==> config.mk <==
export PLATFORM = sky130hd
export DESIGN_NAME = keyword_operator_lexer
export DESIGN_NICKNAME = d
export VERILOG_FILES = /design/src/hw/rtl/klex_pkg.sv /design/src/hw/rtl/klex_core.sv /design/src/hw/rtl/klex_out.sv /design/src/hw/rtl/keyword_operator_lexer.sv
export SDC_FILE = /design/constraint.sdc
export NUM_CORES = 1
export LEC_CHECK = 0
export ABC_AREA = 1
export BUFFER_PORTS_ARGS = -buffer_cell sky130_fd_sc_hd__clkbuf_2
export CAP_MARGIN = 40
export CORE_ASPECT_RATIO = 2
export CORE_UTILIZATION = 67
export DETAILED_ROUTE_END_ITERATION = 8
export GPL_TIMING_DRIVEN = 0
export PLACE_DENSITY = 0.9
export REMOVE_ABC_BUFFERS = 1
export SLEW_MARGIN = 20
export SYNTH_ARGS = -nofsm -noshare
export SYNTH_HDL_FRONTEND = slang
export SYNTH_SLANG_ARGS = --single-unit
==> constraint.sdc <==
create_clock -name aclk -period 16.3 [get_ports aclk]
set_input_delay 3.26 -clock aclk [delete_from_list [all_inputs] [get_ports aclk]]
set_output_delay 3.26 -clock aclk [all_outputs]
set_load 0.02 [all_outputs]
==> src/hw/rtl/klex_pkg.sv <==
// Shared types and constants for the keyword and operator lexer.
// Holds token kind codes, pending-token classes and the keyword tables.
// No dependencies.
package klex_pkg;

    // Token kind codes
    localparam int KIND_W = 6;

    localparam logic [KIND_W-1:0] KIND_IDENT   = 6'd0;
    localparam logic [KIND_W-1:0] KIND_PLUS2   = 6'd10;
    localparam logic [KIND_W-1:0] KIND_PLUS    = 6'd11;
    localparam logic [KIND_W-1:0] KIND_MINUS2  = 6'd12;
    localparam logic [KIND_W-1:0] KIND_ARROW   = 6'd13;
    localparam logic [KIND_W-1:0] KIND_MINUS   = 6'd14;
    localparam logic [KIND_W-1:0] KIND_EQ2     = 6'd15;
    localparam logic [KIND_W-1:0] KIND_ASSIGN  = 6'd16;
    localparam logic [KIND_W-1:0] KIND_NE      = 6'd17;
    localparam logic [KIND_W-1:0] KIND_BANG    = 6'd18;
    localparam logic [KIND_W-1:0] KIND_GE      = 6'd19;
    localparam logic [KIND_W-1:0] KIND_GT      = 6'd20;
    localparam logic [KIND_W-1:0] KIND_LE      = 6'd21;
    localparam logic [KIND_W-1:0] KIND_LT      = 6'd22;
    localparam logic [KIND_W-1:0] KIND_STAR    = 6'd23;
    localparam logic [KIND_W-1:0] KIND_SLASH   = 6'd24;
    localparam logic [KIND_W-1:0] KIND_COLON   = 6'd25;
    localparam logic [KIND_W-1:0] KIND_HASH    = 6'd26;
    localparam logic [KIND_W-1:0] KIND_DOT     = 6'd27;
    localparam logic [KIND_W-1:0] KIND_COMMA   = 6'd28;
    localparam logic [KIND_W-1:0] KIND_SEMI    = 6'd29;
    localparam logic [KIND_W-1:0] KIND_LPAREN  = 6'd30;
    localparam logic [KIND_W-1:0] KIND_RPAREN  = 6'd31;
    localparam logic [KIND_W-1:0] KIND_LBRACK  = 6'd32;
    localparam logic [KIND_W-1:0] KIND_RBRACK  = 6'd33;
    localparam logic [KIND_W-1:0] KIND_LBRACE  = 6'd34;
    localparam logic [KIND_W-1:0] KIND_RBRACE  = 6'd35;
    localparam logic [KIND_W-1:0] KIND_EOF     = 6'd36;
    localparam logic [KIND_W-1:0] KIND_UNKNOWN = 6'd37;

    // Token length field
    localparam int                LEN_W   = 16;
    localparam logic [LEN_W-1:0]  LEN_MAX = 16'hFFFF;

    // Results one source byte can cause, and the count width
    localparam int TOK_MAX   = 3;
    localparam int TOK_CNT_W = 2;

    // Special bytes
    localparam logic [7:0] CH_NUL = 8'h00;
    localparam logic [7:0] CH_NL  = 8'h0A;
    localparam logic [7:0] CH_US  = "_";

    // What is waiting for the next byte
    typedef enum logic [2:0] {
        PC_IDLE  = 3'd0,
        PC_TERM  = 3'd1,
        PC_PLUS  = 3'd2,
        PC_MINUS = 3'd3,
        PC_EQ    = 3'd4,
        PC_BANG  = 3'd5,
        PC_GT    = 3'd6,
        PC_LT    = 3'd7
    } pclass_t;

    // Keyword tables, first character at index 0
    localparam int KW_NUM = 9;

    localparam logic [7:0] KW_TEXT [KW_NUM][8] = '{
        '{"s", "e", "t", 8'h00, 8'h00, 8'h00, 8'h00, 8'h00},
        '{"s", "t", "r", "u", "c", "t", 8'h00, 8'h00},
        '{"n", "u", "m", "e", "r", "i", "c", 8'h00},
        '{"f", "n", 8'h00, 8'h00, 8'h00, 8'h00, 8'h00, 8'h00},
        '{"s", "e", "l", "f", 8'h00, 8'h00, 8'h00, 8'h00},
        '{"i", "f", 8'h00, 8'h00, 8'h00, 8'h00, 8'h00, 8'h00},
        '{"e", "l", "s", "i", "f", 8'h00, 8'h00, 8'h00},
        '{"e", "l", "s", "e", 8'h00, 8'h00, 8'h00, 8'h00},
        '{"r", "e", "t", "u", "r", "n", 8'h00, 8'h00}
    };

    localparam logic [2:0] KW_LEN [KW_NUM] = '{
        3'd3, 3'd6, 3'd7, 3'd2, 3'd4, 3'd2, 3'd5, 3'd4, 3'd6
    };

endpackage

==> src/hw/rtl/klex_core.sv <==
// Lexer state and the single-pass step logic for one source byte.
// Produces up to three tokens per byte and the next lexer state.
// Depends on klex_pkg.
module klex_core import klex_pkg::*; #(
    parameter int OFFSET_BITS = 20,
    parameter int LINE_BITS   = 16
) (
    input  logic                                  aclk,
    input  logic                                  aresetn,
    input  logic                                  step,
    input  logic [7:0]                            char_byte,
    input  logic                                  end_of_source,
    output logic [TOK_MAX-1:0][KIND_W-1:0]        tok_kind,
    output logic [TOK_MAX-1:0][LINE_BITS-1:0]     tok_line,
    output logic [TOK_MAX-1:0][OFFSET_BITS-1:0]   tok_offset,
    output logic [TOK_MAX-1:0][LEN_W-1:0]         tok_length,
    output logic [TOK_CNT_W-1:0]                  tok_cnt
);

    // Character classes
    function automatic logic is_alpha(input logic [7:0] b);
        return (b >= "a" && b <= "z") || (b >= "A" && b <= "Z");
    endfunction

    function automatic logic is_digit(input logic [7:0] b);
        return b >= "0" && b <= "9";
    endfunction

    function automatic logic is_space(input logic [7:0] b);
        return b == " " || (b >= 8'd9 && b <= 8'd13);
    endfunction

    // Operators that may take a second byte
    function automatic pclass_t op_class(input logic [7:0] b);
        pclass_t pc;
        case (b)
            "+":     pc = PC_PLUS;
            "-":     pc = PC_MINUS;
            "=":     pc = PC_EQ;
            "!":     pc = PC_BANG;
            ">":     pc = PC_GT;
            "<":     pc = PC_LT;
            default: pc = PC_IDLE;
        endcase
        return pc;
    endfunction

    function automatic logic [KIND_W-1:0] single_kind(input pclass_t pc);
        logic [KIND_W-1:0] k;
        case (pc)
            PC_PLUS:  k = KIND_PLUS;
            PC_MINUS: k = KIND_MINUS;
            PC_EQ:    k = KIND_ASSIGN;
            PC_BANG:  k = KIND_BANG;
            PC_GT:    k = KIND_GT;
            PC_LT:    k = KIND_LT;
            default:  k = KIND_IDENT;
        endcase
        return k;
    endfunction

    // Two-byte operator kind, KIND_IDENT when the pair is not one
    function automatic logic [KIND_W-1:0] double_kind(input pclass_t pc,
                                                      input logic [7:0] b);
        logic [KIND_W-1:0] k;
        k = KIND_IDENT;
        case (pc)
            PC_PLUS: begin
                if (b == "+" || b == "=") k = KIND_PLUS2;
            end
            PC_MINUS: begin
                if (b == "-" || b == "=") k = KIND_MINUS2;
                else if (b == ">") k = KIND_ARROW;
            end
            PC_EQ:   if (b == "=") k = KIND_EQ2;
            PC_BANG: if (b == "=") k = KIND_NE;
            PC_GT:   if (b == "=") k = KIND_GE;
            PC_LT:   if (b == "=") k = KIND_LE;
            default: k = KIND_IDENT;
        endcase
        return k;
    endfunction

    function automatic logic [KIND_W-1:0] plain_kind(input logic [7:0] b);
        logic [KIND_W-1:0] k;
        case (b)
            "*":     k = KIND_STAR;
            "/":     k = KIND_SLASH;
            ":":     k = KIND_COLON;
            "#":     k = KIND_HASH;
            ".":     k = KIND_DOT;
            ",":     k = KIND_COMMA;
            ";":     k = KIND_SEMI;
            "(":     k = KIND_LPAREN;
            ")":     k = KIND_RPAREN;
            "[":     k = KIND_LBRACK;
            "]":     k = KIND_RBRACK;
            "{":     k = KIND_LBRACE;
            "}":     k = KIND_RBRACE;
            default: k = KIND_UNKNOWN;
        endcase
        return k;
    endfunction

    // Keyword whose text still matches and whose length equals the term's
    function automatic logic [KIND_W-1:0] term_kind(input logic [KW_NUM-1:0] mask,
                                                    input logic [LEN_W-1:0] len);
        logic [KIND_W-1:0] k;
        k = KIND_IDENT;
        for (int i = 0; i < KW_NUM; i++) begin
            if (mask[i] && len == LEN_W'(KW_LEN[i])) k = KIND_W'(i + 1);
        end
        return k;
    endfunction

    pclass_t                  pc_reg, pc_next;
    logic [KW_NUM-1:0]        mask_reg, mask_next;
    logic [LEN_W-1:0]         tlen_reg, tlen_next;
    logic [OFFSET_BITS-1:0]   start_reg, start_next;
    logic [OFFSET_BITS-1:0]   off_reg, off_next;
    logic [LINE_BITS-1:0]     line_reg, line_next;

    logic                     consumed;
    logic                     eof_done;
    logic [KIND_W-1:0]        dk;
    logic [TOK_CNT_W-1:0]     n;

    // Step: flush or extend the pending token, lex the byte, close the source
    always_comb begin
        pc_next    = pc_reg;
        mask_next  = mask_reg;
        tlen_next  = tlen_reg;
        start_next = start_reg;
        off_next   = off_reg;
        line_next  = line_reg;
        consumed   = 1'b0;
        eof_done   = 1'b0;
        dk         = KIND_IDENT;
        n          = '0;
        tok_kind   = '0;
        tok_line   = '0;
        tok_offset = '0;
        tok_length = '0;

        if (pc_reg == PC_TERM) begin
            if (is_alpha(char_byte) || is_digit(char_byte) || char_byte == CH_US) begin
                for (int i = 0; i < KW_NUM; i++) begin
                    if (!(tlen_reg < LEN_W'(KW_LEN[i]) &&
                          KW_TEXT[i][tlen_reg[2:0]] == char_byte)) begin
                        mask_next[i] = 1'b0;
                    end
                end
                if (tlen_reg != LEN_MAX) tlen_next = tlen_reg + 1'b1;
                consumed = 1'b1;
            end else begin
                tok_kind[n]   = term_kind(mask_reg, tlen_reg);
                tok_line[n]   = line_reg;
                tok_offset[n] = start_reg;
                tok_length[n] = tlen_reg;
                n             = n + 1'b1;
                pc_next       = PC_IDLE;
            end
        end else if (pc_reg != PC_IDLE) begin
            dk = double_kind(pc_reg, char_byte);
            tok_line[n]   = line_reg;
            tok_offset[n] = start_reg;
            if (dk != KIND_IDENT) begin
                tok_kind[n]   = dk;
                tok_length[n] = LEN_W'(2);
                consumed      = 1'b1;
            end else begin
                tok_kind[n]   = single_kind(pc_reg);
                tok_length[n] = LEN_W'(1);
            end
            n       = n + 1'b1;
            pc_next = PC_IDLE;
        end

        if (!consumed) begin
            if (char_byte == CH_NUL) begin
                tok_kind[n]   = KIND_EOF;
                tok_line[n]   = line_reg;
                tok_offset[n] = off_reg;
                tok_length[n] = '0;
                n             = n + 1'b1;
                eof_done      = 1'b1;
            end else if (is_space(char_byte)) begin
                if (char_byte == CH_NL && line_reg != '1) line_next = line_reg + 1'b1;
            end else if (is_alpha(char_byte)) begin
                pc_next    = PC_TERM;
                start_next = off_reg;
                tlen_next  = LEN_W'(1);
                for (int i = 0; i < KW_NUM; i++) begin
                    mask_next[i] = (KW_TEXT[i][0] == char_byte);
                end
            end else if (op_class(char_byte) != PC_IDLE) begin
                pc_next    = op_class(char_byte);
                start_next = off_reg;
            end else begin
                tok_kind[n]   = plain_kind(char_byte);
                tok_line[n]   = line_reg;
                tok_offset[n] = off_reg;
                tok_length[n] = LEN_W'(1);
                n             = n + 1'b1;
            end
        end

        if (off_reg != '1) off_next = off_reg + 1'b1;

        // Close the source after its final byte
        if (end_of_source && !eof_done) begin
            if (pc_next == PC_TERM) begin
                tok_kind[n]   = term_kind(mask_next, tlen_next);
                tok_line[n]   = line_next;
                tok_offset[n] = start_next;
                tok_length[n] = tlen_next;
                n             = n + 1'b1;
            end else if (pc_next != PC_IDLE) begin
                tok_kind[n]   = single_kind(pc_next);
                tok_line[n]   = line_next;
                tok_offset[n] = start_next;
                tok_length[n] = LEN_W'(1);
                n             = n + 1'b1;
            end
            tok_kind[n]   = KIND_EOF;
            tok_line[n]   = line_next;
            tok_offset[n] = off_next;
            tok_length[n] = '0;
            n             = n + 1'b1;
            eof_done      = 1'b1;
        end

        // Restart for the next source
        if (eof_done) begin
            pc_next    = PC_IDLE;
            mask_next  = '0;
            tlen_next  = '0;
            start_next = '0;
            off_next   = '0;
            line_next  = LINE_BITS'(1);
        end

        tok_cnt = n;
    end

    // Hold lexer state, advance on each step
    always_ff @(posedge aclk) begin
        if (!aresetn) begin
            pc_reg    <= PC_IDLE;
            mask_reg  <= '0;
            tlen_reg  <= '0;
            start_reg <= '0;
            off_reg   <= '0;
            line_reg  <= LINE_BITS'(1);
        end else if (step) begin
            pc_reg    <= pc_next;
            mask_reg  <= mask_next;
            tlen_reg  <= tlen_next;
            start_reg <= start_next;
            off_reg   <= off_next;
            line_reg  <= line_next;
        end
    end

endmodule

==> src/hw/rtl/klex_out.sv <==
// Result register for the tokens of one byte and the serializer that hands them to
// the m_ channel one word per cycle while m_tready is high. Depends on klex_pkg.
module klex_out import klex_pkg::*; #(
    parameter int OFFSET_BITS = 20,
    parameter int LINE_BITS   = 16,
    parameter int TDATA_W     = 64
) (
    input  logic                                  aclk,
    input  logic                                  aresetn,
    input  logic                                  load,
    output logic                                  load_ok,
    input  logic [TOK_MAX-1:0][KIND_W-1:0]        tok_kind,
    input  logic [TOK_MAX-1:0][LINE_BITS-1:0]     tok_line,
    input  logic [TOK_MAX-1:0][OFFSET_BITS-1:0]   tok_offset,
    input  logic [TOK_MAX-1:0][LEN_W-1:0]         tok_length,
    input  logic [TOK_CNT_W-1:0]                  tok_cnt,
    output logic                                  m_tvalid,
    input  logic                                  m_tready,
    output logic [TDATA_W-1:0]                    m_tdata,
    output logic                                  m_tlast
);

    logic [TOK_MAX-1:0][KIND_W-1:0]        kind_reg;
    logic [TOK_MAX-1:0][LINE_BITS-1:0]     line_reg;
    logic [TOK_MAX-1:0][OFFSET_BITS-1:0]   off_reg;
    logic [TOK_MAX-1:0][LEN_W-1:0]         len_reg;
    logic [TOK_CNT_W-1:0]                  cnt_reg;
    logic [TOK_CNT_W-1:0]                  idx_reg;
    logic                                  on_last;

    // Status of the held group
    assign m_tvalid = (idx_reg != cnt_reg);
    assign on_last  = ((idx_reg + 1'b1) == cnt_reg);
    assign m_tlast  = on_last;
    assign load_ok  = (idx_reg == cnt_reg) || (m_tready && on_last);

    // Pack the current word, kind in the lowest bits
    assign m_tdata = TDATA_W'({len_reg[idx_reg], off_reg[idx_reg],
                               line_reg[idx_reg], kind_reg[idx_reg]});

    // Counters: load a new group or advance past a taken word
    always_ff @(posedge aclk) begin
        if (!aresetn) begin
            cnt_reg <= '0;
            idx_reg <= '0;
        end else if (load) begin
            cnt_reg <= tok_cnt;
            idx_reg <= '0;
        end else if (m_tvalid && m_tready) begin
            idx_reg <= idx_reg + 1'b1;
        end
    end

    // Token payload
    always_ff @(posedge aclk) begin
        if (load) begin
            kind_reg <= tok_kind;
            line_reg <= tok_line;
            off_reg  <= tok_offset;
            len_reg  <= tok_length;
        end
    end

endmodule

==> src/hw/rtl/keyword_operator_lexer.sv <==
// Keyword and operator lexer, top level: input word register and wiring
// of the step logic and the output serializer.
// Depends on klex_pkg, klex_core and klex_out.
//
// Use: feed source text one byte per word on the s_ channel; s_tlast marks
// the final byte of a source, and a zero byte also ends the source. Tokens
// leave on the m_ channel, one per word, m_tlast on the last token that a
// given byte caused. A byte causes zero to three tokens.
// A byte taken on s_ passes the input register, then its tokens the result
// register. Throughput: one byte per cycle while each byte causes at most
// one token and m_tready is high; a byte that causes more holds the input
// while the serializer sends its tokens, one per cycle while m_tready is high.
// The input register keeps taking a byte while a finished token waits.
// Reset clears the lexer to line 1, offset 0, nothing pending, and empties
// both registers. When the receiver stalls, the held token stays on m_tdata
// and the input stops once the input register holds a byte.
// After each end of source the lexer restarts at line 1, offset 0.
module keyword_operator_lexer import klex_pkg::*; #(
    parameter int OFFSET_BITS = 20,
    parameter int LINE_BITS   = 16,
    localparam int M_TDATA_W  = ((KIND_W + LINE_BITS + OFFSET_BITS + LEN_W + 7) / 8) * 8
) (
    input  logic                  aclk,
    input  logic                  aresetn,
    input  logic                  s_tvalid,
    output logic                  s_tready,
    input  logic [7:0]            s_tdata,   // [7:0] char_byte
    input  logic                  s_tlast,   // end_of_source
    output logic                  m_tvalid,
    input  logic                  m_tready,
    // m_tdata, lowest first: token_kind, token_line, token_offset,
    // token_length, zero fill
    output logic [M_TDATA_W-1:0]  m_tdata,
    output logic                  m_tlast    // last_of_run
);

    logic                                  in_valid_reg;
    logic [7:0]                            in_byte_reg;
    logic                                  in_eos_reg;
    logic                                  step;
    logic                                  load_ok;
    logic [TOK_MAX-1:0][KIND_W-1:0]        tok_kind;
    logic [TOK_MAX-1:0][LINE_BITS-1:0]     tok_line;
    logic [TOK_MAX-1:0][OFFSET_BITS-1:0]   tok_offset;
    logic [TOK_MAX-1:0][LEN_W-1:0]         tok_length;
    logic [TOK_CNT_W-1:0]                  tok_cnt;

    // Lex the held byte when the result register can take its tokens
    assign step     = in_valid_reg && load_ok;
    assign s_tready = !in_valid_reg || step;

    // Input word register
    always_ff @(posedge aclk) begin
        if (!aresetn) begin
            in_valid_reg <= 1'b0;
        end else if (s_tvalid && s_tready) begin
            in_valid_reg <= 1'b1;
        end else if (step) begin
            in_valid_reg <= 1'b0;
        end
    end

    always_ff @(posedge aclk) begin
        if (s_tvalid && s_tready) begin
            in_byte_reg <= s_tdata;
            in_eos_reg  <= s_tlast;
        end
    end

    klex_core #(
        .OFFSET_BITS (OFFSET_BITS),
        .LINE_BITS   (LINE_BITS)
    ) u_core (
        .aclk          (aclk),
        .aresetn       (aresetn),
        .step          (step),
        .char_byte     (in_byte_reg),
        .end_of_source (in_eos_reg),
        .tok_kind      (tok_kind),
        .tok_line      (tok_line),
        .tok_offset    (tok_offset),
        .tok_length    (tok_length),
        .tok_cnt       (tok_cnt)
    );

    klex_out #(
        .OFFSET_BITS (OFFSET_BITS),
        .LINE_BITS   (LINE_BITS),
        .TDATA_W     (M_TDATA_W)
    ) u_out (
        .aclk       (aclk),
        .aresetn    (aresetn),
        .load       (step),
        .load_ok    (load_ok),
        .tok_kind   (tok_kind),
        .tok_line   (tok_line),
        .tok_offset (tok_offset),
        .tok_length (tok_length),
        .tok_cnt    (tok_cnt),
        .m_tvalid   (m_tvalid),
        .m_tready   (m_tready),
        .m_tdata    (m_tdata),
        .m_tlast    (m_tlast)
    );

endmodule
=== After elaboration in Yosys (flattened, before gate mapping) ===
Memories as Yosys holds them, arrays and structs flattened.
Cells that the tools add are included.

* Register bits after elaboration: 272
* Bits in latches: 0
* RAM bits: 0
* Bits in read-only memories: 576
* Input port bits: 13
* Output and inout bits: 67
* Logic and storage cells: 422
* Memories kept: 9

* $add $sub $neg: 7
* Multiply operators: 0
* Div/mod/pow operators: 0
* Magnitude comparators: 22
* Eq/ne operators: 69
* Shift operators: 0
* Mux-type cells: 217
* Bitwise logic cells: 18
* Reduce and logical (&&, ||, !) cells: 57

{| class="wikitable"
|+ Memory list
! memory !! depth !! bits a word !! rd ports !! clocked after Yosys merged registers in !! write ports !! line !! RTL
|-
| (name not given) || 8 || 8 || 1 || 0 || 0 || klex_core.sv:149 || <nowiki>KW_TEXT[i][tlen_reg[2:0]] == char_byte)) begin</nowiki>
|-
| (name not given) || 8 || 8 || 1 || 0 || 0 || klex_core.sv:149 ||
|-
| (name not given) || 8 || 8 || 1 || 0 || 0 || klex_core.sv:149 ||
|-
| (name not given) || 8 || 8 || 1 || 0 || 0 || klex_core.sv:149 ||
|-
| (name not given) || 8 || 8 || 1 || 0 || 0 || klex_core.sv:149 ||
|-
| (name not given) || 8 || 8 || 1 || 0 || 0 || klex_core.sv:149 ||
|-
| +3 memories || -- || -- || -- || -- || -- || -- ||
|}

{| class="wikitable"
|+ Operators with widths
! cell !! count
|-
| $mux 48 || 18
|-
| $mux 60 || 9
|-
| $mux 16 || 24
|-
| $mux 20 || 15
|-
| $bwmux 48 || 4
|-
| $bwmux 60 || 3
|-
| $mux 18 || 9
|-
| $mux 8 || 18
|-
| $eq 16x3->1 const B || 8
|-
| $eq 8x6->1 const B || 16
|-
| $mux 6 || 21
|-
| $demux 20 s2 || 3
|-
| $demux 16 s2 || 3
|-
| $not 48->48 || 2
|-
| $not 45->45 || 2
|-
| $pmux 6 s13 || 1
|-
| $eq 8x8->1 || 9
|-
| $bmux 16 s2 || 2
|-
| $eq 16x2->1 const B || 4
|-
| $lt 16x3->1 const B || 4
|-
| $mux 3 || 21
|-
| $mux 9 || 7
|-
| $pmux 5 s6 || 2
|-
| $bwmux 18 || 3
|-
| other kinds (53) || 182
|}

=== Logic depth before layout (Yosys ltp) ===
* Depth after elaboration: 30
* Depth in mapped cells: 31
* Depth with buffers taken out: 28

=== Cells and area by module ===
A second synthesis with hierarchy kept.

* Cells, all modules: 2396
* Area total of the unflattened synthesis: 17727.0 um^2

{| class="wikitable"
|+ By module, submodules not included
! module !! times used !! cells each !! area an instance (um^2)
|-
| klex_core || 1 || 1896 || 10561.4
|-
| klex_out || 1 || 482 || 6836.6
|-
| keyword_operator_lexer || 1 || 18 || 329.1
|}

=== Worst setup path before layout ===
No wires, ideal clock.

* Path kind: input-to-reg
* Start: in m_tready
* End: reg u_core.off_reg[8]
* Setup time: 0.139 ns
* Arrival time: 8.169 ns
* Data required time: 16.161 ns
* Path slack: 7.992 ns
* Stages on the path: 8
* Buffers on the path: 1
* Cells stage by stage: nand2_1 -> nand2_1 -> nand2_1 -> inv_1 -> nor2_1 -> inv_2 -> clkbuf_1 -> o22ai_1

* Longest elaborated chain between the ends: 3

{| class="wikitable"
|+ Ends and longest elaborated chain
! element !! line !! RTL
|-
| from (decl) || keyword_operator_lexer.sv:30 || <nowiki>input logic m_tready,</nowiki>
|-
| $logic_and 1x1->1 || klex_out.sv:35 || <nowiki>assign load_ok = (idx_reg == cnt_reg) || (m_tready && on_last);</nowiki>
|-
| $logic_or 1x1->1 || klex_out.sv:35 ||
|-
| $logic_and 1x1->1 || keyword_operator_lexer.sv:49 || <nowiki>assign step = in_valid_reg && load_ok;</nowiki>
|-
| named net step || keyword_operator_lexer.sv:40 || <nowiki>logic step;</nowiki>
|-
| to (signal assigned) || klex_core.sv:260 || <nowiki>off_reg <= off_next;</nowiki>
|-
| to (decl) || klex_core.sv:120 || <nowiki>logic [OFFSET_BITS-1:0] off_reg, off_next;</nowiki>
|}

The timed path passes the listed nets, and every way through them passes these cells.
A chain may end at the register's enable or synchronous reset.

==> out/results.md <==
* completed — status
* sky130_fd_sc_hd__clkbuf_16 — Clock Tree Root
* 0.57 ns — Clk Latency, worst-skew pair
* 118.7 uV — Peak supply drop
* no — unrepaired setup endpoints after global routing
* 0 — hold-fix buffers at CTS
* 1 — H-Tree Depth
* 0 — max-slew violation count
* sky130_fd_sc_hd__edfxtp_1 — Worst path slowest cell
* 3 — maximum clock path buffer count
* 0 — number of antenna violations at the first check in global routing
* 21.5% — fraction of power consumed by combinational cells
* 138.2 MHz — highest achievable clock rate
* 2492 — Inst Count DP
* flip-flop — category of the worst setup path capture point
* sky130_fd_sc_hd__edfxtp_1 — Primary FF master, synth
* 22 — highest net fanout along the worst path
* 0 — number of setup buffers added after CTS
* 44.39% — post-route fraction of the period consumed by the critical path
* 0 — diode count
* 0% — fraction of registers with async set or reset after synthesis
* sky130_fd_sc_hd__nand2_1, sky130_fd_sc_hd__nor2_1, sky130_fd_sc_hd__inv_1, sky130_fd_sc_hd__edfxtp_1, sky130_fd_sc_hd__nand3_1 — top cells by instance count after synthesis
* 80 — total I/O pin count
* 56260 um — total routed wirelength
* flip-flop to flip-flop — critical path class
* 2182 — gate count after technology mapping
* 9.783% — share of post-route cells with drive strength above 1
* 2221 — final-stage net count
* 30 — Worst Reg2Reg Path Length in Cells
* in_byte_reg[4] — reg-to-reg startpoint
* 0 — Finish-stage setup viols
* sky130_fd_sc_hd__nand2_1 — crit-path most repeated cell
* 6.650 — Vias per Instance
* 0.01669 mm^2 — cell area after technology mapping
* 16890 — via count
* 9 — worst path bufs/invs
* sky130_fd_sc_hd__edfxtp_1 — area leader, netlist
* simple AND/OR/NAND/NOR gates — cell family with the largest share of critical-path delay
* 68.32% — starting density of the core
* 0 — count of maximum capacitance violations
* 0.01827 mm^2 — Final Cell Area
* 0.63 ns — slowest stage delay, CP
* 7.51 ns — Arr. time, crit path
* 85260 um — wire length of the first global-routing pass
* u_out.cnt_reg[0] — launch instance of the worst min-delay path
* 0.01915 ns — Final Skew
* 34.3% — clock share of power
* u_out.cnt_reg[0] — worst min-delay path endpoint
* 113 — maximum number of pins on one net before global-route repair
* 9.471% — layout overhead on the synthesized area
* 0 ns — Setup TNS
* 0.9921 ns — Worst Max-Slew Pin Slew
* 0 — final count of hold timing violations
* 183 — number of flops mapped to enable cells by yosys
* 22.15 um — detail-routed net length per standard cell
* 272 — clock net sink count
* 38500 um — DP HPWL
* 0.4731 ns — worst-case hold slack
* sky130_fd_sc_hd__nand2_1 — most frequent cell after synthesis
* done — CTS tree
* 44.2% — register share of total power
* 33.25% — Max-Slew Margin vs Limit
* u_out.off_reg[18] — worst r2r dst
* 603.7 uW — power spent charging and discharging nets
* 59 — count of unique library cells instantiated by Yosys
* 0 — number of antenna-violating nets in the routed design
* 43.61% — sequential cell area fraction in the yosys report
* 0.02558 mm^2 — die area
* 0 — total of warnings raised by yosys
* 32.93% — area share of the leading cell type in the synthesized netlist
* 9.06 ns — Worst R2R Setup Slack
* 0.01735 mm^2 — DP Area
* 73 — number of input and output port buffers inserted
* 8 — first-pass detailed-route iteration total
* 7.033 nW — P_leak
* 43.63% — Total Routing Usage GR
* 81 — row count
* 272 — post-synthesis sequential element count
* 103.2 mW/mm^2 — PD cells
* 32.02% — switching share of power
* flip-flop to flip-flop — class of the tightest hold or removal check
* 1.019 — final weighted congestion in routability-driven placement
* 113.6 um — DIE WIDTH
* 0 — total congestion overflow
* 7.647 um^2 — mean post-synth cell area
* 16.58 ns — endpoint required time on the critical path
* 2540 — final cell count without fillers
* 225.2 um — Die Y-Extent
* 0.02442 mm^2 — Core ar.
* 0.08 ns — clock input transition at the sequential cells of the worst setup and hold paths
* sky130_fd_sc_hd__edfxtp_1, sky130_fd_sc_hd__dfxtp_1, sky130_fd_sc_hd__nand2_1 — top post-synthesis cells by area
* 1.886 mW — overall power of the completed layout
* 1748 — FILL cells
* 0 — post-cts repair resize count
* 2057 — drt initial violations
* 0 — remaining design rule violation count
* 7.236 ns — time the worst path needs with I/O delays and setup
* 2 — WHS Path Cells
* 1.282 mW — internal power component
* flip-flop — kind of launch point of the worst setup path
* 60 — flip-flop count of the largest register, all copies and words added
* 16650 — vias in the first global route
* 24 — number of buffers inserted during clock tree synthesis
through the flow:
stage                     setup slack, ns  utilization [%]
after floorplan                     7.537                -
after global placement              3.401            69.49
after detailed placement            9.270            71.05
after CTS                           9.246            74.64
after global routing                8.748            74.79
final                               9.064            74.79
cells in the final DEF, fill, tap and decap left out, drive strengths merged, types with 2 or more instances in the layout:
cell,n
clkinv,13
dfxtp,89
nand4,31
o2111ai,4
clkinvlp,3
nand3,160
nand2,412
o31ai,60
edfxtp,183
a31oi,3
o41ai,2
buf,19
bufinv,6
mux2i,4
clkbuf,99
a22oi,8
o21ai,154
nor3,38
o32ai,3
a21oi,64
a221oi,2
o221ai,23
nor4,16
xnor2,3
inv,241
o211ai,16
o22ai,124
or2,2
xor2,41
conb,6
ha,18
nor2,345
a211oi,7
worst reg2reg max path: cells and delay by family (launching register included):
family	cells	cell delay, ns
AOI/OAI and AO/OA	5	0.89
and+or+nand+nor	13	2.78
adders and majority gates	3	0.83
buffers and inverters	9	1.83
DFF	1	0.63
cell type report:
type / count / area [um^2] / area share [%]
Clock buffer: 24 / 600.6 / 3.288
Clock inverter: 20 / 276.5 / 1.514
Inverter: 243 / 932.1 / 5.103
Multi-Input combinational cell: 1555 / 8034 / 43.98
Sequential cell: 272 / 7284 / 39.88
Tap cell: 332 / 415.4 / 2.274
Timing Repair Buffer: 94 / 723.2 / 3.959
cells by family after synthesis:
group                      Yosys count  synth area share (%)
and+or+nand+nor                   1006                 26.16
AOI/OAI and AO/OA                  477                 17.73
buffers and inverters              360                 8.571
DFF                                272                 43.61
xor gates and xnor gates            44                 2.310
adders and majority gates           18                 1.350
muxes                                4                0.2400
other                                1               0.02247
worst max path at each step:
stage | start | slack (ns) | depth (start not counted) | to
after floorplan | m_tready | 7.54 | 7 | u_core.line_reg[10]
after global placement | u_out.idx_reg[0] | 3.40 | 11 | u_core.start_reg[5]
after detailed placement | m_tready | 9.27 | 4 | s_tready
after CTS | m_tready | 9.25 | 4 | s_tready
after global routing | in_byte_reg[4] | 8.75 | 30 | u_out.off_reg[31]
final | in_byte_reg[4] | 9.06 | 30 | u_out.off_reg[18]
layer usage:
metal | vias to the layer above | global-route usage [%] | wire, um
met5 | - | 0 | 0
met4 | 0 | 43.38 | 5974
met3 | 425 | 8.472 | 4803
met2 | 1247 | 77.62 | 28470
met1 | 7680 | 40.11 | 17010
li1 | 7538 | - | -
power by group through the flow:
stage | registers [mW] | logic [mW] | clock network, mW
2_1_floorplan | 0.852 | 0.246 | 0
3_3_place_gp | 0.864 | 0.354 | 0
3_5_place_dp | 0.848 | 0.387 | 0
4_1_cts | 0.833 | 0.392 | 0.640
5_1_grt | 0.839 | 0.428 | 0.664
6_report | 0.834 | 0.405 | 0.646
(Power assumes the default switching activity.)
